`src/hw/rtl/twcb_pkg.sv`:
```
// ----------------------------------------------------------------------------
// twcb_pkg: shared types and constants of the triple witness cube builder
// Field widths, configuration codes and the base-3 digit helper.
// ----------------------------------------------------------------------------
package twcb_pkg;

  localparam int ROW_W  = 13;   // input row value
  localparam int IDX_W  = 3;    // row index on the result ports
  localparam int BITS_W = 8;    // cube bit mask on the result ports
  localparam int CNT_W  = 10;   // running set-bit count
  localparam int CFG_W  = 4;    // configuration register width
  localparam int COLS_W = 5;    // effective column count, up to MAX_DIGITS
  localparam int QUO_W  = 12;   // quotient of a row value by three
  localparam int RES_W  = 2 * IDX_W + BITS_W + CNT_W + 1;

  // configuration register indexes
  localparam logic CFG_IDX_ROWS = 1'b0;
  localparam logic CFG_IDX_COLS = 1'b1;

  // base-3 digit values
  localparam logic [1:0] DIG_ZERO = 2'd0;
  localparam logic [1:0] DIG_ONE  = 2'd1;
  localparam logic [1:0] DIG_TWO  = 2'd2;

  // ceil(2^13 / 3), reciprocal for the divide by three
  localparam logic [QUO_W-1:0] RECIP3 = 12'd2731;

  typedef struct packed {
    logic [CFG_W-1:0]  rows;   // 1 .. MAX_ROWS_STORED
    logic [COLS_W-1:0] cols;   // 1 .. MAX_DIGITS
  } cfg_t;

  typedef struct packed {
    logic [QUO_W-1:0] quo;
    logic [1:0]       rem;
  } div3_t;

  // v / 3 and v % 3 by reciprocal multiply with one correction step
  function automatic div3_t div3(input logic [ROW_W-1:0] v);
    logic [ROW_W+QUO_W-1:0] prod;
    logic [QUO_W-1:0]       q;
    logic [ROW_W-1:0]       r;
    div3_t                  res;
    prod = (ROW_W + QUO_W)'(v) * (ROW_W + QUO_W)'(RECIP3);
    q    = prod[ROW_W+QUO_W-1:ROW_W];
    r    = v - ROW_W'(q) - ROW_W'({q, 1'b0});
    if (r >= ROW_W'(3)) begin
      q = q + QUO_W'(1);
      r = r - ROW_W'(3);
    end
    res.quo = q;
    res.rem = r[1:0];
    return res;
  endfunction

endpackage

```
`src/hw/rtl/twcb_queue.sv`:
```
// ----------------------------------------------------------------------------
// twcb_queue: small synchronous FIFO
// Flop storage, combinational head, one push/pop per cycle when not full/empty.
// ----------------------------------------------------------------------------
module twcb_queue #(
  parameter int WIDTH = 8,
  parameter int DEPTH = 2
) (
  input  logic             clk,
  input  logic             rst_n,
  input  logic             push,
  input  logic [WIDTH-1:0] push_data,
  output logic             full,
  input  logic             pop,
  output logic [WIDTH-1:0] pop_data,
  output logic             empty
);

  localparam int PTR_W = (DEPTH > 1) ? $clog2(DEPTH) : 1;
  localparam int CNT_W = $clog2(DEPTH + 1);

  logic [WIDTH-1:0] mem_r [DEPTH];
  logic [PTR_W-1:0] wr_ptr_r, rd_ptr_r;
  logic [CNT_W-1:0] count_r;
  logic             do_push, do_pop;

  assign full     = (count_r == CNT_W'(DEPTH));
  assign empty    = (count_r == '0);
  assign do_push  = push && !full;
  assign do_pop   = pop && !empty;
  assign pop_data = mem_r[rd_ptr_r];

  always_ff @(posedge clk) begin
    if (!rst_n) begin
      wr_ptr_r <= '0;
      rd_ptr_r <= '0;
      count_r  <= '0;
    end else begin
      if (do_push) begin
        wr_ptr_r <= (wr_ptr_r == PTR_W'(DEPTH - 1)) ? '0 : wr_ptr_r + PTR_W'(1);
      end
      if (do_pop) begin
        rd_ptr_r <= (rd_ptr_r == PTR_W'(DEPTH - 1)) ? '0 : rd_ptr_r + PTR_W'(1);
      end
      if (do_push && !do_pop) begin
        count_r <= count_r + CNT_W'(1);
      end else if (do_pop && !do_push) begin
        count_r <= count_r - CNT_W'(1);
      end
    end
  end

  always_ff @(posedge clk) begin
    if (do_push) begin
      mem_r[wr_ptr_r] <= push_data;
    end
  end

endmodule

```
`src/hw/rtl/twcb_front.sv`:
```
// ----------------------------------------------------------------------------
// twcb_front: row intake and digit classification
// Takes one row, splits it into base-3 digits one per cycle and hands the
// per-column digit flags, slot and end-of-puzzle mark to the back end.
// ----------------------------------------------------------------------------
module twcb_front import twcb_pkg::*; #(
  parameter  int ROW_SLOTS  = 8,
  parameter  int MAX_DIGITS = 8,
  localparam int RIDX_W     = (ROW_SLOTS > 1) ? $clog2(ROW_SLOTS) : 1,
  localparam int JOB_W      = 1 + RIDX_W + 3 * MAX_DIGITS
) (
  input  logic             clk,
  input  logic             rst_n,
  input  cfg_t             cfg,
  input  logic             in_push,
  input  logic [ROW_W-1:0] in_row_value,
  output logic             in_full,
  output logic             job_valid,
  output logic [JOB_W-1:0] job_data,
  input  logic             job_ready
);

  localparam int DIG_W = (MAX_DIGITS > 1) ? $clog2(MAX_DIGITS) : 1;

  localparam logic [1:0] ST_IDLE = 2'd0;
  localparam logic [1:0] ST_CONV = 2'd1;
  localparam logic [1:0] ST_PUSH = 2'd2;

  logic [1:0]            state_r, state_nxt;
  logic [ROW_W-1:0]      val_r, val_nxt;
  logic [DIG_W-1:0]      dig_r, dig_nxt;
  logic [MAX_DIGITS-1:0] is0_r, is0_nxt, is1_r, is1_nxt, is2_r, is2_nxt;
  logic [RIDX_W-1:0]     slot_r, slot_nxt;
  logic                  final_r, final_nxt;
  logic [CFG_W-1:0]      loaded_r, loaded_nxt;
  logic [CFG_W-1:0]      slot_w, next_cnt;
  logic                  accept;
  div3_t                 dv;

  assign in_full   = !((state_r == ST_IDLE) || ((state_r == ST_PUSH) && job_ready));
  assign accept    = in_push && !in_full;
  assign job_valid = (state_r == ST_PUSH);
  assign job_data  = {final_r, slot_r, is0_r, is1_r, is2_r};

  always_comb begin
    // a full store keeps overwriting its last slot
    slot_w     = (loaded_r >= cfg.rows) ? cfg.rows - CFG_W'(1) : loaded_r;
    next_cnt   = slot_w + CFG_W'(1);
    dv         = div3(val_r);
    state_nxt  = state_r;
    val_nxt    = val_r;
    dig_nxt    = dig_r;
    is0_nxt    = is0_r;
    is1_nxt    = is1_r;
    is2_nxt    = is2_r;
    slot_nxt   = slot_r;
    final_nxt  = final_r;
    loaded_nxt = loaded_r;
    unique case (state_r)
      ST_IDLE: begin
      end
      ST_CONV: begin
        val_nxt        = ROW_W'(dv.quo);
        is0_nxt[dig_r] = (dv.rem == DIG_ZERO);
        is1_nxt[dig_r] = (dv.rem == DIG_ONE);
        is2_nxt[dig_r] = (dv.rem == DIG_TWO);
        dig_nxt        = dig_r + DIG_W'(1);
        if (dig_r == DIG_W'(MAX_DIGITS - 1)) begin
          state_nxt = ST_PUSH;
        end
      end
      ST_PUSH: begin
        if (job_ready) begin
          state_nxt = ST_IDLE;
        end
      end
      default: begin
        state_nxt = ST_IDLE;
      end
    endcase
    if (accept) begin
      state_nxt  = ST_CONV;
      val_nxt    = in_row_value;
      dig_nxt    = '0;
      slot_nxt   = slot_w[RIDX_W-1:0];
      final_nxt  = (next_cnt == cfg.rows);
      loaded_nxt = (next_cnt == cfg.rows) ? '0 : next_cnt;
    end
  end

  always_ff @(posedge clk) begin
    if (!rst_n) begin
      state_r  <= ST_IDLE;
      loaded_r <= '0;
    end else begin
      state_r  <= state_nxt;
      loaded_r <= loaded_nxt;
    end
  end

  always_ff @(posedge clk) begin
    val_r   <= val_nxt;
    dig_r   <= dig_nxt;
    is0_r   <= is0_nxt;
    is1_r   <= is1_nxt;
    is2_r   <= is2_nxt;
    slot_r  <= slot_nxt;
    final_r <= final_nxt;
  end

endmodule

```
`src/hw/rtl/twcb_back.sv`:
```
// ----------------------------------------------------------------------------
// twcb_back: row store and pair walk
// Files classified rows into per-row lanes; on a puzzle's last row it walks
// every (r1,r2) pair (one line a cycle while res_ready) and counts set bits.
// ----------------------------------------------------------------------------
module twcb_back import twcb_pkg::*; #(
  parameter  int ROW_SLOTS  = 8,
  parameter  int MAX_DIGITS = 8,
  localparam int RIDX_W     = (ROW_SLOTS > 1) ? $clog2(ROW_SLOTS) : 1,
  localparam int JOB_W      = 1 + RIDX_W + 3 * MAX_DIGITS
) (
  input  logic             clk,
  input  logic             rst_n,
  input  cfg_t             cfg,
  input  logic             job_empty,
  input  logic [JOB_W-1:0] job_data,
  output logic             job_pop,
  output logic             res_valid,
  output logic [RES_W-1:0] res_data,
  input  logic             res_ready
);

  localparam int PC_W = $clog2(ROW_SLOTS + 1);

  localparam logic ST_LOAD = 1'b0;
  localparam logic ST_WALK = 1'b1;

  logic                  state_r, state_nxt;
  logic [MAX_DIGITS-1:0] is0_lane_r [ROW_SLOTS];
  logic [MAX_DIGITS-1:0] is1_lane_r [ROW_SLOTS];
  logic [MAX_DIGITS-1:0] is2_lane_r [ROW_SLOTS];
  logic [RIDX_W-1:0]     r1_r, r1_nxt, r2_r, r2_nxt;
  logic                  p_valid_r;
  logic [RIDX_W-1:0]     p_r1_r, p_r2_r;
  logic [ROW_SLOTS-1:0]  p_bits_r;
  logic                  p_last_r;
  logic [CNT_W-1:0]      total_r;

  logic                  j_final;
  logic [RIDX_W-1:0]     j_slot;
  logic [MAX_DIGITS-1:0] j_is0, j_is1, j_is2;
  logic [MAX_DIGITS-1:0] colmask, x, y;
  logic [ROW_SLOTS-1:0]  bits;
  logic [CFG_W-1:0]      rows_m1;
  logic                  last_pair, issue, p_adv;
  logic [PC_W-1:0]       pc;
  logic [CNT_W-1:0]      count;

  assign j_final = job_data[JOB_W-1];
  assign j_slot  = job_data[3*MAX_DIGITS +: RIDX_W];
  assign j_is0   = job_data[2*MAX_DIGITS +: MAX_DIGITS];
  assign j_is1   = job_data[MAX_DIGITS +: MAX_DIGITS];
  assign j_is2   = job_data[0 +: MAX_DIGITS];

  assign job_pop   = (state_r == ST_LOAD) && !job_empty;
  assign rows_m1   = cfg.rows - CFG_W'(1);
  assign last_pair = (CFG_W'(r1_r) == rows_m1) && (CFG_W'(r2_r) == rows_m1);
  assign p_adv     = p_valid_r && res_ready;
  assign issue     = (state_r == ST_WALK) && (!p_valid_r || res_ready);

  // witness column: exactly two of (r1 digit 0, r2 digit 1, r3 digit 2)
  always_comb begin
    for (int i = 0; i < MAX_DIGITS; i++) begin
      colmask[i] = (COLS_W'(i) < cfg.cols);
    end
    x = is0_lane_r[r1_r] & colmask;
    y = is1_lane_r[r2_r] & colmask;
    for (int k = 0; k < ROW_SLOTS; k++) begin
      bits[k] = !(|((x & y & ~is2_lane_r[k]) | ((x ^ y) & is2_lane_r[k])))
                && (CFG_W'(k) < cfg.rows);
    end
  end

  always_comb begin
    pc = '0;
    for (int k = 0; k < ROW_SLOTS; k++) begin
      pc = pc + PC_W'(p_bits_r[k]);
    end
    count = total_r + CNT_W'(pc);
  end

  assign res_valid = p_valid_r;
  assign res_data  = {IDX_W'(p_r1_r), IDX_W'(p_r2_r), BITS_W'(p_bits_r), count, p_last_r};

  always_comb begin
    state_nxt = state_r;
    r1_nxt    = r1_r;
    r2_nxt    = r2_r;
    unique case (state_r)
      ST_LOAD: begin
        if (job_pop && j_final) begin
          state_nxt = ST_WALK;
          r1_nxt    = '0;
          r2_nxt    = '0;
        end
      end
      ST_WALK: begin
        if (issue) begin
          if (CFG_W'(r2_r) == rows_m1) begin
            r2_nxt = '0;
            r1_nxt = r1_r + RIDX_W'(1);
            if (last_pair) begin
              state_nxt = ST_LOAD;
            end
          end else begin
            r2_nxt = r2_r + RIDX_W'(1);
          end
        end
      end
      default: begin
        state_nxt = ST_LOAD;
      end
    endcase
  end

  always_ff @(posedge clk) begin
    if (!rst_n) begin
      state_r   <= ST_LOAD;
      p_valid_r <= 1'b0;
      total_r   <= '0;
    end else begin
      state_r <= state_nxt;
      if (issue) begin
        p_valid_r <= 1'b1;
      end else if (p_adv) begin
        p_valid_r <= 1'b0;
      end
      if (p_adv) begin
        total_r <= p_last_r ? '0 : count;
      end
    end
  end

  always_ff @(posedge clk) begin
    r1_r <= r1_nxt;
    r2_r <= r2_nxt;
    if (job_pop) begin
      is0_lane_r[j_slot] <= j_is0;
      is1_lane_r[j_slot] <= j_is1;
      is2_lane_r[j_slot] <= j_is2;
    end
    if (issue) begin
      p_r1_r   <= r1_r;
      p_r2_r   <= r2_r;
      p_bits_r <= bits;
      p_last_r <= last_pair;
    end
  end

endmodule

```
`src/hw/rtl/triple_witness_cube_builder_unit.sv`:
```
// ----------------------------------------------------------------------------
// triple_witness_cube_builder_unit: puzzle row loader and cube line builder
//
// Input channel (push/full): one beat carries one puzzle row as a base-3
// number. A beat is taken when in_push is high and in_full is low. The front
// end splits the row into digits before it takes the next one; a two-entry
// queue lets it run ahead of the back end while a pair walk is under way.
// Result channel (empty/pop): the oldest line sits on the out_ ports while
// out_empty is low and leaves on a cycle with out_pop high. After the last
// row of a puzzle has been classified, the back end emits rows*rows lines,
// one per cycle while the FIFO has room, through a one-line register and a
// four-line FIFO. Loading of the next puzzle can overlap the walk.
// Stalling: if out_pop stays low, the FIFO fills and the walk holds; the
// row queue then fills and in_full rises. Nothing is dropped.
// Config port: cfg_we writes register cfg_index (0 = rows, 1 = columns);
// write only while idle. Reset clears the queues, the row count and the
// running total and sets both registers to 8; stored rows are not cleared.
// ----------------------------------------------------------------------------
module triple_witness_cube_builder_unit import twcb_pkg::*; #(
  parameter int MAX_ROWS_STORED = 8,
  parameter int MAX_DIGITS      = 8
) (
  input  logic              clk,
  input  logic              rst_n,
  // configuration
  input  logic              cfg_we,
  input  logic              cfg_index,
  input  logic [CFG_W-1:0]  cfg_wdata,
  // row input
  input  logic              in_push,
  input  logic [ROW_W-1:0]  in_row_value,
  output logic              in_full,
  // cube lines
  input  logic              out_pop,
  output logic              out_empty,
  output logic [IDX_W-1:0]  out_first_index,
  output logic [IDX_W-1:0]  out_second_index,
  output logic [BITS_W-1:0] out_cube_bits,
  output logic [CNT_W-1:0]  out_running_count,
  output logic              out_last_line
);

  localparam int RIDX_W    = (MAX_ROWS_STORED > 1) ? $clog2(MAX_ROWS_STORED) : 1;
  localparam int JOB_W     = 1 + RIDX_W + 3 * MAX_DIGITS;
  localparam int JOB_DEPTH = 2;
  localparam int OUT_DEPTH = 4;

  logic [CFG_W-1:0] rows_r, cols_r;
  cfg_t             cfg;

  logic             job_valid, job_full, job_empty, job_pop;
  logic [JOB_W-1:0] job_wdata, job_rdata;
  logic             res_valid, res_full;
  logic [RES_W-1:0] res_wdata, res_rdata;

  // config registers
  always_ff @(posedge clk) begin
    if (!rst_n) begin
      rows_r <= CFG_W'(8);
      cols_r <= CFG_W'(8);
    end else if (cfg_we) begin
      unique case (cfg_index)
        CFG_IDX_ROWS: rows_r <= cfg_wdata;
        CFG_IDX_COLS: cols_r <= cfg_wdata;
        default: begin
        end
      endcase
    end
  end

  // zero reads as one, large values clamp to the build limits
  always_comb begin
    if (rows_r == '0) begin
      cfg.rows = CFG_W'(1);
    end else if (rows_r > CFG_W'(MAX_ROWS_STORED)) begin
      cfg.rows = CFG_W'(MAX_ROWS_STORED);
    end else begin
      cfg.rows = rows_r;
    end
    if (cols_r == '0) begin
      cfg.cols = COLS_W'(1);
    end else if (COLS_W'(cols_r) > COLS_W'(MAX_DIGITS)) begin
      cfg.cols = COLS_W'(MAX_DIGITS);
    end else begin
      cfg.cols = COLS_W'(cols_r);
    end
  end

  twcb_front #(
    .ROW_SLOTS  (MAX_ROWS_STORED),
    .MAX_DIGITS (MAX_DIGITS)
  ) u_front (
    .clk          (clk),
    .rst_n        (rst_n),
    .cfg          (cfg),
    .in_push      (in_push),
    .in_row_value (in_row_value),
    .in_full      (in_full),
    .job_valid    (job_valid),
    .job_data     (job_wdata),
    .job_ready    (!job_full)
  );

  twcb_queue #(
    .WIDTH (JOB_W),
    .DEPTH (JOB_DEPTH)
  ) u_job_q (
    .clk       (clk),
    .rst_n     (rst_n),
    .push      (job_valid),
    .push_data (job_wdata),
    .full      (job_full),
    .pop       (job_pop),
    .pop_data  (job_rdata),
    .empty     (job_empty)
  );

  twcb_back #(
    .ROW_SLOTS  (MAX_ROWS_STORED),
    .MAX_DIGITS (MAX_DIGITS)
  ) u_back (
    .clk       (clk),
    .rst_n     (rst_n),
    .cfg       (cfg),
    .job_empty (job_empty),
    .job_data  (job_rdata),
    .job_pop   (job_pop),
    .res_valid (res_valid),
    .res_data  (res_wdata),
    .res_ready (!res_full)
  );

  twcb_queue #(
    .WIDTH (RES_W),
    .DEPTH (OUT_DEPTH)
  ) u_out_q (
    .clk       (clk),
    .rst_n     (rst_n),
    .push      (res_valid),
    .push_data (res_wdata),
    .full      (res_full),
    .pop       (out_pop),
    .pop_data  (res_rdata),
    .empty     (out_empty)
  );

  assign {out_first_index, out_second_index, out_cube_bits,
          out_running_count, out_last_line} = res_rdata;

endmodule

```
`config.mk`:
```
export PLATFORM = sky130hd
export DESIGN_NAME = triple_witness_cube_builder_unit
export DESIGN_NICKNAME = d
export VERILOG_FILES = /design/src/hw/rtl/twcb_pkg.sv /design/src/hw/rtl/twcb_queue.sv /design/src/hw/rtl/twcb_front.sv /design/src/hw/rtl/twcb_back.sv /design/src/hw/rtl/triple_witness_cube_builder_unit.sv
export SDC_FILE = /design/constraint.sdc
export NUM_CORES = 1
export LEC_CHECK = 0
export BUFFER_PORTS_ARGS = -buffer_cell sky130_fd_sc_hd__buf_4
export CAP_MARGIN = 10
export CORE_MARGIN = 2
export CORE_UTILIZATION = 57
export CTS_CLUSTER_SIZE = 10
export DETAILED_ROUTE_END_ITERATION = 12
export GPL_TIMING_DRIVEN = 0
export PLACE_DENSITY = 0.74
export SYNTH_ARGS = -nofsm -noshare
export SYNTH_HDL_FRONTEND = slang
export SYNTH_SLANG_ARGS = --single-unit
export TNS_END_PERCENT = 30
```
`constraint.sdc`:
```
create_clock -name clk -period 8.5 [get_ports clk]
set_input_delay 1.7 -clock clk [delete_from_list [all_inputs] [get_ports clk]]
set_output_delay 1.7 -clock clk [all_outputs]
set_load 0.03 [all_outputs]
```
Yosys cells after proc, flatten, opt, wreduce, memory -nomap -nowiden
Memory sizes are Yosys's and may differ from the RTL's. A register that Yosys moved wholly into a read port is not among the register bits.
Index checks and enable logic that the tools add are counted.

storage, ports and cells
  output and inout bits = 27
  word-level logic and storage cells = 261
  memories kept = 5
  ROM bits = 0
  bits in writable memories = 348
  bits in latches = 0
  flip-flop bits (word level) = 102

cells by class
  shifts and indexed selects = 0
  bitwise logic cells = 40
  div/mod/pow operators = 0
  $lt $le $gt $ge = 22
  equal/unequal tests = 20
  $add $sub $neg = 25
  reductions and logical operators = 67
  multiplexer cells = 54
  multipliers = 1

memory list
  memory             words  width  read ports  clocked after Yosys merged registers in  write ports  line              text
  u_out_q.mem_r      4      25     1           1                                        1            twcb_queue.sv:22  logic [WIDTH-1:0] mem_r [DEPTH];
  u_back.is0_lane_r  8      8      1           1                                        1            twcb_back.sv:29   logic [MAX_DIGITS-1:0] is0_lane_r [ROW_SLOTS];
  u_back.is1_lane_r  8      8      1           1                                        1            twcb_back.sv:30   logic [MAX_DIGITS-1:0] is1_lane_r [ROW_SLOTS];
  u_back.is2_lane_r  8      8      8           0                                        1            twcb_back.sv:31   logic [MAX_DIGITS-1:0] is2_lane_r [ROW_SLOTS];
  u_job_q.mem_r      2      28     1           1                                        1            twcb_queue.sv:22

operators by type and width
  cell                                                                                  number
  8-bit AND                                                                             19
  8-bit inverter                                                                        8
  8-bit OR                                                                              8
  8-bit OR reduction                                                                    8
  3-bit by 4-bit less-than comparator with 1-bit output, first input constant           8
  3-bit 2-to-1 mux                                                                      9
  13-bit 2-to-1 mux                                                                     2
  13-bit by 12-bit multiplier with 25-bit output, second input constant                 1
  4-bit by 1-bit adder with 4-bit output                                                6
  8-bit bitwise mux                                                                     3
  4-bit 2-to-1 mux                                                                      6
  1-bit logical AND                                                                     22
  1-bit zero test                                                                       18
  1-bit 2-to-1 mux                                                                      18
  2-bit 2-to-1 mux                                                                      9
  1-bit by 4-bit less-than comparator with 1-bit output, first input constant           4
  2-bit by 4-bit less-than comparator with 1-bit output, first input constant           4
  13-bit by 2-bit greater-or-equal comparator with 1-bit output, second input constant  1
  13-bit by 12-bit subtractor with 13-bit output                                        1
  13-bit subtractor                                                                     1
  12-bit by 1-bit adder with 12-bit output, second input constant                       1
  3-bit by 1-bit adder with 3-bit output, second input constant                         4
  12-bit 2-to-1 mux                                                                     1
  3-bit case mux with 2 select lines                                                    2
  other kinds (36)                                                                      65

Depth between registers and ports, before layout
  depth in word-level cells = 11
  depth in mapped cells = 32

Cells and area by module
A second synthesis with hierarchy kept.

unflattened totals
  cells, all modules = 1572
  area, all modules = 22850.7 um2

modules (own cells, without submodules)
  module                            cells an instance  seq. area each (um2)  times used  area each (um2)
  twcb_back                         612                6756.5                1           9969.6
  twcb_front                        620                1411.4                1           6108.4
  twcb_queue at u_out_q             182                3183.1                1           4131.5
  twcb_queue at u_job_q             112                1781.7                1           2250.9
  triple_witness_cube_builder_unit  46                 160.2                 1           390.4

Worst setup path before layout
Ideal clock, no wire load.

  kind = register -> register
  from = reg u_front.val_r[7]
  to = reg u_front.is2_r[0], data pin
  stages on the path, launching flop included = 30
  path buffers = 2
  setup slack = 579 ps
  clock period less this slack = 7921 ps
  arrival time = 7656 ps
  setup time = 265 ps
  cells stage by stage = edfxtp_1 > ha_1 > ha_1 > inv_1 > fa_1 > inv_1 > fa_1 > inv_1 > fa_1 > inv_1 > ha_1 > and3_4 > a221o_1 > a221oi_1 > o21ai_0 > nand3_1 > a31oi_1 > fa_1 > inv_1 > ha_1 > a21o_1 > o21bai_2 > a211oi_1 > o311a_1 > xnor2_1 > xnor3_1 > and3_4 > buf_6 > buf_4 > o21ai_0

between the ends
  longest elaborated chain between the ends = 7
  elaborated cells on any way between the ends = 8
  classes of those cells = add/sub (3); mul (1); order compare (1); eq/ne (1); mux (2)

ends and longest elaborated chain
  item                                                                                                      line                            text
  from (decl)                                                                                               twcb_front.sv:30                logic [ROW_W-1:0] val_r, val_nxt;
  from (signal assigned)                                                                                    twcb_front.sv:102               val_r <= val_nxt;
  13-bit by 12-bit multiplier with 25-bit output                                                            twcb_pkg.sv:44                  prod = (ROW_W + QUO_W)'(v) * (ROW_W + QUO_W)'(RECIP3);
  13-bit by 12-bit subtractor with 13-bit output                                                            twcb_pkg.sv:46                  r = v - ROW_W'(q) - ROW_W'({q, 1'b0});
  13-bit subtractor *                                                                                       twcb_pkg.sv:46
  13-bit by 2-bit greater-or-equal comparator with 1-bit output / 2-bit subtractor (equally long branches)  twcb_pkg.sv:47, twcb_pkg.sv:49
  2-bit 2-to-1 mux *                                                                                        twcb_pkg.sv:47                  if (r >= ROW_W'(3)) begin
  2-bit == test *                                                                                           twcb_front.sv:66                is2_nxt[dig_r] = (dv.rem == DIG_TWO);
  8-bit bitwise mux *                                                                                       twcb_front.sv:66
  to (signal assigned)                                                                                      twcb_front.sv:106               is2_r <= is2_nxt;
  to (decl)                                                                                                 twcb_front.sv:32                logic [MAX_DIGITS-1:0] is0_r, is0_nxt, is1_r, is1_nxt, is2_r, is2_nxt;

Every way passes the cells marked *; elsewhere a longest branch is shown, timed or not.
A chain may end at the register's enable or synchronous reset.

Worst setup path after layout
  from = reg u_front.val_r[5]
  to = reg u_front.is0_r[1], data pin

between the ends
  longest elaborated chain between the ends = 7
  elaborated cells on any way between the ends = 8
  classes of those cells = add/sub (3); mul (1); order compare (1); mux (2); reduce/logical (1)

ends and longest elaborated chain
  item                                                                                                      line                            text
  13-bit by 12-bit multiplier with 25-bit output                                                            twcb_pkg.sv:44
  13-bit by 12-bit subtractor with 13-bit output                                                            twcb_pkg.sv:46
  13-bit subtractor *                                                                                       twcb_pkg.sv:46
  13-bit by 2-bit greater-or-equal comparator with 1-bit output / 2-bit subtractor (equally long branches)  twcb_pkg.sv:47, twcb_pkg.sv:49
  2-bit 2-to-1 mux *                                                                                        twcb_pkg.sv:47
  2-bit zero test *                                                                                         twcb_front.sv:64                is0_nxt[dig_r] = (dv.rem == DIG_ZERO);
  8-bit bitwise mux *                                                                                       twcb_front.sv:64
  to (signal assigned)                                                                                      twcb_front.sv:104               is0_r <= is0_nxt;
  to (decl)                                                                                                 twcb_front.sv:32

Marks and branches as above.

==> results.rst <==
.. list-table::
   :header-rows: 1

   * - Metric
     - Value
   * - Arrival time of the worst setup path
     - 8670 ps
   * - Total vias in the final route
     - 12,740
   * - Status
     - completed
   * - Worst EP required
     - between 8000 and 9000 ps
   * - Detailed placement HPWL
     - 31,080 um
   * - TritonCTS clock tree
     - yes
   * - Initial antenna violation count
     - 0
   * - Yosys synthesis warning count
     - 0
   * - Iteration-0 DRC count of the detailed router
     - 902
   * - Starting density of the core
     - 0.5798
   * - Global Route Usage Sum
     - 0.2252
   * - Wire length reported by the detailed router
     - 45,450 um
   * - Number of nets in the final layout
     - 1,874
   * - Largest net degree at the start of global routing
     - 29
   * - Max-Slew Margin vs Limit
     - 0.3415
   * - Total congestion overflow
     - 0
   * - WHS
     - 445.2 ps
   * - Distinct cell type count of the synthesized netlist
     - around 70
   * - Area share of the largest cell type after synthesis
     - 0.5481
   * - Origin of the worst setup path
     - u_front.val_r[5]
   * - Number of clock sinks
     - 459
   * - Post-synthesis register bit count
     - roughly 460
   * - Final weighted congestion in routability-driven placement
     - 0.8687
   * - Max Cap Viol
     - 0
   * - Critical Path Sink Type
     - register
   * - Core Footprint
     - 38,740 um2
   * - Ratio of routed vias to standard cells
     - 5.796
   * - Critical path's largest stage delay
     - about 530 ps
   * - Highest-count cells in the layout ignoring fill and taps
     - sky130_fd_sc_hd__edfxtp_1, sky130_fd_sc_hd__inv_1, sky130_fd_sc_hd__ha_1
   * - Final worst-path cycle share
     - 0.9714
   * - Worst r2r dst
     - u_front.is0_r[1]
   * - Critical path launch point type
     - register
   * - Via count of the first global-routing pass
     - 12,881
   * - Final setup violation count
     - 0
   * - Post-detailed-route wirelength per cell
     - 20.68 um
   * - Number of instances in the placed design
     - 2,087
   * - Worst setup path category
     - register to register
   * - Post-synthesis cell area
     - 22,460 um2
   * - Slew at the pin closest to its max-slew limit
     - between 900 and 1000 ps
   * - Clock latency reported for the late side of the worst-skew pair
     - 570 ps
   * - Largest area contributor in the netlist
     - sky130_fd_sc_hd__edfxtp_1
   * - EDFF count, synth
     - 410
   * - Mean instance size in the synthesized netlist
     - 14.82 um2
   * - Diodes inserted
     - 0
   * - Depth of the worst register-to-register path
     - 30
   * - Non-filler cells, final
     - 2,198
   * - Main flop type after synthesis
     - sky130_fd_sc_hd__edfxtp_1
   * - Startpoint of the worst-slack reg-to-reg timing path
     - u_front.val_r[5]
   * - First-pass GRT wire length
     - 70,830 um
   * - CTS max path bufs
     - 3
   * - Share of cells above drive strength 1
     - 0.1702
   * - Num CTS Buffers
     - 52
   * - Die Outline Area
     - slightly above 40,000 um2
   * - Most used cell, CP
     - sky130_fd_sc_hd__inv_1
   * - Critical path fanouts, max
     - 10
   * - Number of nets produced by synthesis
     - 1,743
   * - Final critical path time including I/O delays and setup
     - 8257 ps
   * - Setup repair after global routing missed its margin
     - yes
   * - Async set or reset register ratio after synthesis
     - 0
   * - Buffer cell driving the clock tree root
     - sky130_fd_sc_hd__clkbuf_16
   * - Number of H-tree levels
     - 2
   * - X dimension of the die
     - 202.5 um
   * - Synthesized instance count
     - 1,516
   * - # port buffers
     - 48
   * - Most frequent standard cell in the layout excluding fill and tap cells
     - sky130_fd_sc_hd__edfxtp_1
   * - Clock input transition at the sequential cells of the worst setup and hold paths
     - approximately 50 ps
   * - Maximum clock frequency
     - 121.1 MHz
   * - Number of top-level design ports
     - 50
   * - Hold-critical path depth
     - 0
   * - Worst min-delay path category
     - register to register
   * - Worst Hold Path EP
     - u_job_q.mem_r[0][6]
   * - First-pass DRT Iterations
     - 8
   * - Layout overhead on the synthesized area
     - 14.00%
   * - Setup skew after layout
     - ~21 ps
   * - Residual antenna-violating net count after detailed routing
     - 0
   * - Vertical extent of the die
     - 202.5 um
   * - Util after Layout
     - 0.6610
   * - Hold Crit Start
     - u_front.is2_r[6]
   * - Setup slack, reg-to-reg
     - 240 ps
   * - Cell types occupying the most area after synthesis
     - sky130_fd_sc_hd__edfxtp_1, sky130_fd_sc_hd__ha_1, sky130_fd_sc_hd__mux4_2
   * - Cell with the largest stage delay on the worst path
     - sky130_fd_sc_hd__fa_1
   * - Final count of hold timing violations
     - 0
   * - Final count of pins violating max slew
     - 0
   * - Post-synthesis sequential area ratio
     - 0.5918
   * - Number of rows created at floorplan
     - 72
   * - Number of DRC violations after detailed routing
     - 0
Yosys cell counts (all sizes together) (9+ instances only):
| library cell | instances |
|---|---|
| nor2b | 31 |
| nand2b | 10 |
| nor3 | 18 |
| dfxtp | 49 |
| xnor2 | 31 |
| xor2 | 19 |
| mux2 | 40 |
| clkbuf | 33 |
| nand3 | 30 |
| ha | 145 |
| nor2 | 67 |
| o21ai | 28 |
| and2 | 9 |
| inv | 146 |
| mux2i | 76 |
| o21a | 9 |
| mux4 | 57 |
| a21oi | 34 |
| nand4 | 13 |
| buf | 10 |
| edfxtp | 410 |
| or3 | 12 |
| and3 | 10 |
| nand2 | 64 |
| a21boi | 9 |
| fa | 59 |
| a31oi | 14 |
kinds of logic (layout without fill, tap and decap cells):
kind of cell | after synthesis | in the layout | synth area share
simple gates | 284 | 284 | 0.06334
xor+xnor | 51 | 51 | 0.02050
buf+inv | 191 | 355 | 0.03303
fa+ha+maj | 204 | 204 | 0.1334
flops | 459 | 459 | 0.5918
compound gates | 154 | 154 | 0.04690
mux | 173 | 173 | 0.1111
worst max path at each step:
stage	endpoint
after floorplan	u_front.is2_r[0]
after global placement	u_front.is2_r[3]
after detailed placement	u_front.is2_r[2]
after CTS	u_front.is1_r[1]
after global routing	u_front.is0_r[2]
final	u_front.is0_r[1]
repair_timing:
| action | in CTS | in global routing |
|---|---|---|
| setup endpoints to repair | 36 | 36 |
| pin swaps | 1 | 14 |
| resized for setup | 15 | 24 |
| setup buffers | 2 | 22 |
| hold buffers | 0 | 0 |
state kept, by name, indices dropped and copies added, names as in the netlist, 10 cells and up, named ones only:
signal / cells
u_out_q.mem_r: 100
u_back.is0_lane_r: 64
u_back.is1_lane_r: 64
u_back.is2_lane_r: 64
u_job_q.mem_r: 56
u_front.val_r: 13
u_back.total_r: 10
cell type report:
cell class,count,area (um2)
sequential,459,13290
inverter,147,551.8
multi-input combinational,866,8733
clock buffer,84,1474
timing repair buffer,78,693.2
clock inverter,3,26.28
fill,2715,13130
tap,518,648.1
buffer,43,186.4
per-layer routing:
metal  up-vias  routed length, um  track usage  part of all wire
met5         -                  0            0                 0
met4         0               1006      0.05892             0.022
met3        66               2409      0.03403             0.053
met2       364              22030       0.3682              0.48
met1      6400              20010       0.3205              0.44
li1       5910                  -            -                 -
critical path: cells and delay by family (launching register included):
kind	cells	cell delay [ps]
fa+ha+maj	8	3410
compound gates	9	2150
simple gates	4	960
buf+inv	7	610
flops	1	510
xor+xnor	2	440
metrics by stage:
stage	setup WS [ps]	cell area [um2]	setup TNS, ps
3_3_place_gp	-605.9	23470	-15780
2_1_floorplan	579.5	22460	0
4_1_cts	5.810	25270	0
3_5_place_dp	-776.1	23660	-21480
6_report	243.3	25610	0
5_1_grt	-89.53	25610	-2265
Power is left out: the tool's default activity adds up to more than one toggle a clock period on the data nets, which glitch-free logic cannot reach.
